===== src/hdl/max_unpool_scatter_assert.svh =====
// ----------------------------------------------------------------------------
// Max unpool scatter assertion macros
// Concurrent assertion macros used by the max unpool scatter top module.
// ----------------------------------------------------------------------------
`ifndef MAX_UNPOOL_SCATTER_ASSERT_SVH
`define MAX_UNPOOL_SCATTER_ASSERT_SVH

`ifndef NO_ASSERTIONS

`define MUS_ASSERT_IMPLIES(label, ante, cons) \
  label: assert property (@(posedge clk) disable iff (rst) (ante) |-> (cons)) \
    else $error("max_unpool_scatter: same-cycle check failed");

`define MUS_ASSERT_NEXT(label, ante, cons) \
  label: assert property (@(posedge clk) disable iff (rst) (ante) |=> (cons)) \
    else $error("max_unpool_scatter: next-cycle check failed");

`else

`define MUS_ASSERT_IMPLIES(label, ante, cons)

`define MUS_ASSERT_NEXT(label, ante, cons)

`endif

`endif


===== src/hdl/mus_pkg.sv =====
// ----------------------------------------------------------------------------
// Max unpool scatter package
// Sizes, command and register codes, and the structs shared by the modules.
// ----------------------------------------------------------------------------
package mus_pkg;

  localparam int STORE_DEPTH = 4096;
  localparam int DATA_WIDTH  = 32;
  localparam int ADDR_W      = $clog2(STORE_DEPTH);
  localparam int EPOCH_W     = 8;
  localparam int CFG_W       = 9;
  localparam int CFG_IDX_W   = 2;
  localparam int DIM_W       = 7;
  localparam int CHAN_CNT_W  = 9;
  localparam int PLANE_W     = 2 * DIM_W;
  localparam int MUL_W       = PLANE_W;
  localparam int PROD_W      = 2 * MUL_W;
  localparam int FULL_W      = PROD_W + 1;

  localparam logic [EPOCH_W-1:0] EPOCH_FIRST = EPOCH_W'(1);
  localparam logic [EPOCH_W-1:0] EPOCH_LAST  = {EPOCH_W{1'b1}};

  localparam logic [1:0] CMD_CLEAR   = 2'd0;
  localparam logic [1:0] CMD_SCATTER = 2'd1;
  localparam logic [1:0] CMD_READ    = 2'd2;

  localparam logic [CFG_IDX_W-1:0] REG_HEIGHT   = 2'd0;
  localparam logic [CFG_IDX_W-1:0] REG_WIDTH    = 2'd1;
  localparam logic [CFG_IDX_W-1:0] REG_CHANNELS = 2'd2;
  localparam logic [CFG_IDX_W-1:0] REG_LAYOUT   = 2'd3;

  localparam logic LAYOUT_CHANNEL_LAST = 1'b1;

  typedef struct packed {
    logic [PLANE_W-1:0]    plane;
    logic [CHAN_CNT_W-1:0] chan_count;
    logic                  layout;
  } cfg_t;

  typedef struct packed {
    logic                  rd;
    logic                  wr;
    logic                  clr;
    logic [ADDR_W-1:0]     addr;
    logic [DATA_WIDTH-1:0] data;
  } store_req_t;

  typedef struct packed {
    logic busy;
    logic epoch_full;
  } store_stat_t;

endpackage


===== src/hdl/mus_config.sv =====
// ----------------------------------------------------------------------------
// Max unpool scatter configuration
// Holds the shape registers and keeps the plane size up to date on each write.
// ----------------------------------------------------------------------------
module mus_config import mus_pkg::*; (
  input  logic                 clk,
  input  logic                 rst,
  input  logic                 cfg_write,
  input  logic [CFG_IDX_W-1:0] cfg_index,
  input  logic [CFG_W-1:0]     cfg_data,
  output cfg_t                 cfg
);

  logic [DIM_W-1:0]      out_height;
  logic [DIM_W-1:0]      out_width;
  logic [CHAN_CNT_W-1:0] channel_count;
  logic                  layout_mode;
  logic [PLANE_W-1:0]    plane;

  always_ff @(posedge clk) begin
    if (rst) begin
      out_height    <= DIM_W'(1);
      out_width     <= DIM_W'(1);
      channel_count <= CHAN_CNT_W'(1);
      layout_mode   <= 1'b0;
      plane         <= PLANE_W'(1);
    end else if (cfg_write) begin
      case (cfg_index)
        REG_HEIGHT: begin
          out_height <= cfg_data[DIM_W-1:0];
          plane      <= PLANE_W'(cfg_data[DIM_W-1:0]) * PLANE_W'(out_width);
        end
        REG_WIDTH: begin
          out_width <= cfg_data[DIM_W-1:0];
          plane     <= PLANE_W'(out_height) * PLANE_W'(cfg_data[DIM_W-1:0]);
        end
        REG_CHANNELS: channel_count <= cfg_data[CHAN_CNT_W-1:0];
        REG_LAYOUT:   layout_mode   <= cfg_data[0];
        default: ;
      endcase
    end
  end

  assign cfg.plane      = plane;
  assign cfg.chan_count = channel_count;
  assign cfg.layout     = layout_mode;

endmodule


===== config.mk =====
export PLATFORM = sky130hd
export DESIGN_NAME = mus_config
export DESIGN_NICKNAME = d
export VERILOG_FILES = /design/src/hdl/max_unpool_scatter_assert.svh /design/src/hdl/mus_pkg.sv /design/src/hdl/mus_config.sv
export SDC_FILE = /design/constraint.sdc
export NUM_CORES = 1
export LEC_CHECK = 0
export ABC_CLOCK_PERIOD_IN_PS = 6100
export BUFFER_PORTS_ARGS = -buffer_cell sky130_fd_sc_hd__buf_4
export CAP_MARGIN = 20
export CORE_UTILIZATION = 39
export DETAILED_ROUTE_END_ITERATION = 10
export SYNTH_ARGS = -nofsm -noshare
export SYNTH_HDL_FRONTEND = slang
export SYNTH_SLANG_ARGS = --single-unit

===== constraint.sdc =====
create_clock -name clk -period 6.1 [get_ports clk]
set_input_delay 0.305 -clock clk [delete_from_list [all_inputs] [get_ports clk]]
set_output_delay 0.305 -clock clk [all_outputs]
set_load 0.005 [all_outputs]

Word level (Yosys, flattened, before mapping)

Index checks and enable logic that the tools add are counted.
W data, S select, Z words.

Logic and storage cells: 18
Input bits: 14
Bits in registers: 38
Output and inout port bits: 24

Multiplexer cells: 1
Equal/unequal tests: 3
Reductions and logical operators: 7
Multipliers: 2

Operators with widths:

| operator             | count |
|---|---|
| $mul A7 B7 Y14       | 2 |
| $pmux W14 S2         | 1 |
| $reduce_and A2 Y1    | 5 |
| $eq A2 B2 Y1 const B | 2 |
| $eq A2 B1 Y1 const B | 1 |
| $logic_not A2 Y1     | 1 |
| $reduce_bool A2 Y1   | 1 |

Depth between registers and ports, before layout

Depth in word-level cells: 3
Gate-level depth with buffers: 17
Gate-level depth less buffers: 16

Least setup slack after synthesis

Ideal clock, no wire load.

Kind: input to register
Start point: input port cfg_data[0]
End point: register plane[11]
Library setup time: 0.079 ns
Buffers on the path: 1
Setup slack: 1.720 ns
Arrival: 4.301 ns
Cell stages on the path: 16
Data required time: 6.021 ns
Path through: clkbuf_1 > nand2_1 > fa_1 > fa_1 > inv_1 > fa_1 > inv_1 > fa_1 > inv_1 > ha_1 > o211a_1 > o21ai_2 > a31oi_4 > a2111oi_2 > a2111o_1 > a211oi_2

Word-level cells in the longest chain between the ends: 2
Elaborated cells on any way between the ends: 3
Those cells by class: 2 x mul; 1 x mux

Ends and longest elaborated chain:

| element                           | line                               | RTL |
|---|---|---|
| start, declared                   | mus_config.sv:10                   | `input logic [CFG_W-1:0] cfg_data,` |
| $mul A7 B7 Y14 (on tied branches) | mus_config.sv:35, mus_config.sv:31 |  |
| $pmux W14 S2 (*)                  | mus_config.sv:28                   | `case (cfg_index)` |
| end signal, assigned              | mus_config.sv:31                   | `plane <= PLANE_W'(cfg_data[DIM_W-1:0]) * PLANE_W'(out_width);` |
| end signal, assigned              | mus_config.sv:35                   | `plane <= PLANE_W'(out_height) * PLANE_W'(cfg_data[DIM_W-1:0]);` |
| end, declared                     | mus_config.sv:18                   | `logic [PLANE_W-1:0] plane;` |

Every way passes the cells marked *; elsewhere a longest branch is shown, timed or not.
A chain may end at the register's enable or synchronous reset.

Final worst setup path

Start point: register out_width[6]
End point: register plane[11]

Word-level cells in the longest chain between the ends: 2

Ends and longest elaborated chain:

| element                | line             | RTL |
|---|---|---|
| start, declared        | mus_config.sv:15 | `logic [DIM_W-1:0] out_width;` |
| start signal, assigned | mus_config.sv:34 | `out_width <= cfg_data[DIM_W-1:0];` |
| $mul A7 B7 Y14         | mus_config.sv:31 |  |
| $pmux W14 S2           | mus_config.sv:28 |  |

Every way passes these cells.

==> impl_metrics.yaml <==
run_status:
  outcome: "finished with violations"
  violations: "DRC"
floorplan:
  coreArea_mm2: 0.01152
  die_area_mm2: 0.01235
  ios: 38
  dieWidth_um: 111.1
  start_util: 0.4033
  die_h_um: 111.1
  rows: 39
clock_network:
  h-tree-depth: 2
  cts_resized: 0
  numCtsBuffers: 5
  clock_latency_ps: 290
  cts_tree: "done"
  clockBufferDepth: 2
  clk_pin_slew_ps: 70
  ctsHoldBuffers: 0
  cts_setup_buffers: 0
  cts_root_buf: "clkbuf_16"
  cts_sinks: 38
layout:
  n_antenna_cell: 0
  drive_above_1_share: 0.1075
  n_fill_cell: 1124
  final_net_count: 674
  area.growth.synth_to_final_pct: 11.64
  fin_area_mm2: 0.005185
logic_synthesis:
  synth_warnings: 0
  syn_area_mm2: 0.004644
  synth_cell_type_count: 54
  synth.top_cell.area_share: 0.2069
  synthFlopType: "dfxtp_1"
  syn_nets: 650
  synthArstFlopShare: 0
  synth_edf_count: 0
  synthTopCellsByArea: "fa_1 (21%), ha_1 (17%), dfxtp_1 (16%)"
  synthCells: 524
  avgSynthCellArea_um2: 8.863
  seq_area_frac_synth: 0.1638
  synth_area_leader_cell: "fa_1"
  synth_seq_cells: 38
worst_setup_path:
  crit_arrival_ps: 4800
  critPathCaptureType: "flip-flop"
  cpMostUsedCell: "fa_1"
  r2r-start: "out_width[6]"
  cp.required_ps: 6320
  worstReg2RegEnd: "plane[11]"
  critPathMaxFanout: 8
  cp_cell_sequence: "nand2_1, fa_1, fa_1, inv_1, fa_1, inv_1, fa_1, inv_1, ha_1, o211a_1, o21ai_2, a31oi_4, a2111oi_2, a2111o_1, a211oi_2"
  r2r_slack_ps: 1520
  slowest_delay_ps: 560
  crit_type: "flip-flop to flip-flop"
  r2r_cells: 15
  worst-path-buf-inv: 3
  setup.worst_path.start_class: "flip-flop"
  crit_slowest_cell: "fa_1"
  path_delay_family: "adder cells"
placement:
  port_buffers: 37
  dp_hpwl_um: 8235
  place_congestion: 0.8100
  place_area_mm2: 0.004991
grt:
  track_usage: 0.1927
  grt_pass1_vias: 3899
  grt_first_pass_wirelength_um: 19350
  antenna_found_initial: 0
  overflow: 0
  grt_max_degree: 39
power_and_ir_drop:
  p_int_mw: 0.5833
  swShare: 0.3005
  seqPwrFrac: 0.326
  vdd_drop_max_uv: 166.3
  power_density_mw_per_mm2: 160.8
  p_sw_mw: 0.2506
  p_leak_nw: 2.641
  clock_power_share: 0.428
  power_frac_comb: 0.246
sta:
  fmax_ghz: 0.2182
  finalHoldViolations: 0
  finalSetupViolations: 0
  skew_ps: 8.365
  min_period_ps: 4583
  tns_ps: 0
  tightest_slew_ps: 1074
  period_share: 0.7514
  rsz0062_at_grt: "false"
  slew_violations: 0
  timing.slew.headroom: 0.2813
hold_path:
  hold_path_class: "input pin to flip-flop"
  min_to: "channel_count[8]"
  hp-start: "cfg_data[8]"
  hold_depth: 3
routing:
  first_iter_violations: 273
  routed_via_density: 5.382
  drtAntennaViolNets: 0
  drt_pass1_iterations: 8
  drc: 16
  routedWlPerCell_um: 15.90
  vias: 3724
  wl_um: 11000
run:
  drv_cap: 0
==> area by class of cell <==
type / instances / area (um2) / area share
Inverter: 38 / 142.6 / 0.02751
Clock inverter: 3 / 68.82 / 0.01327
Tap cell: 143 / 178.9 / 0.03451
Clock buffer: 5 / 125.1 / 0.02413
Sequential cell: 38 / 760.7 / 0.1467
Multi-Input combinational cell: 428 / 3631 / 0.7003
Timing Repair Buffer: 37 / 277.8 / 0.05357
==> layout by cell type (no fill, tap or decap), types with 3 or more instances in the layout <==
cell type  Yosys  routed
dfxtp_1       38      38
a21o_1         6       6
inv_1         38      38
o22ai_1        4       4
clkbuf_16      0       5
o211ai_1       3       3
mux2i_1        6       6
ha_1          64      64
nand3b_1       3       3
fa_1          48      48
nand2_1       78      78
nor2b_1        3       3
or2_2          3       3
o211a_1        3       3
xnor2_1        9       9
xor2_1         6       6
nand3_1        4       4
o21bai_1       3       3
nor2_1        22      22
a21oi_1       32      32
a211oi_1       9       9
a221oi_1       3       3
nor3_1         4       4
o21ai_0        9       9
and2_1        74      74
buf_4          1      37
==> metal layers <==
metal / track usage / wire length (um) / vias to the layer above
met4: 0.04144 / 92 / 0
met2: 0.3145 / 5058 / 86
met1: 0.2659 / 5341 / 1823
met3: 0.03445 / 510 / 13
li1: - / - / 1802
met5: 0 / 0 / -
==> worst max path at each step <==
stage / from / end / slack (ps) / cells past startpoint
3_3_place_gp: cfg_data[3] / plane[11] / 1580 / 17
2_1_floorplan: cfg_data[0] / plane[11] / 1720 / 16
3_5_place_dp: cfg_data[3] / plane[11] / 1490 / 17
6_report: out_width[6] / plane[11] / 1520 / 15
5_1_grt: out_width[6] / plane[12] / 1320 / 15
4_1_cts: out_width[6] / plane[11] / 1550 / 15
==> stage by stage <==
step / hold slack, ps / total power, mW / util / setup slack (ps) / std cells
after floorplan: 441.0 / 0.4167 / - / 1720 / 524
after global placement: 443.1 / 0.4807 / 0.4334 / 1581 / 684
after detailed placement: 451.8 / 0.4836 / 0.4334 / 1493 / 684
after CTS: 262.4 / 0.8416 / 0.4502 / 1552 / 692
after global routing: 277.1 / 0.8797 / 0.4502 / 1324 / 692
final: 264.6 / 0.8340 / 0.4502 / 1517 / 692
==> worst register-to-register path, stage by stage, from the launching register on <==
cell	delay [ps]
dfxtp_1	480
nand2_1	130
fa_1	520
fa_1	560
inv_1	60
fa_1	530
inv_1	50
fa_1	530
inv_1	40
ha_1	370
o211a_1	190
o21ai_2	80
a31oi_4	300
a2111oi_2	110
a2111o_1	380
a211oi_2	190
==> sequential cells by signal, summed over array words and instances, names as in the netlist <==
signal and flops:
channel_count 9, layout_mode 1, out_height 7, out_width 7, plane 14
==> cell usage after synthesis (9+ instances only) <==
| cell | count |
|---|---|
| nand2_1 | 78 |
| and2_1 | 74 |
| ha_1 | 64 |
| fa_1 | 48 |
| dfxtp_1 | 38 |
| inv_1 | 38 |
| a21oi_1 | 32 |
| nor2_1 | 22 |
| clkbuf_1 | 15 |
| a211oi_1 | 9 |
| o21ai_0 | 9 |
| xnor2_1 | 9 |
==> power by group through the flow <==
stage	clock network [mW]	logic, mW	registers (mW)
2_1_floorplan	0	0.142	0.274
3_3_place_gp	0	0.203	0.277
3_5_place_dp	0	0.206	0.278
4_1_cts	0.362	0.207	0.272
5_1_grt	0.372	0.234	0.274
6_report	0.357	0.205	0.272
==> logic make-up after synthesis <==
kind of cell,count (synthesis),share of synthesized area
simple gates,205,0.2260
fa+ha+maj,112,0.3793
compound gates,89,0.1328
buf+inv,58,0.05442
flops,38,0.1638
xor+xnor,15,0.02829
mux,7,0.01536
No activity file was read; power rests on OpenSTA's default activity.
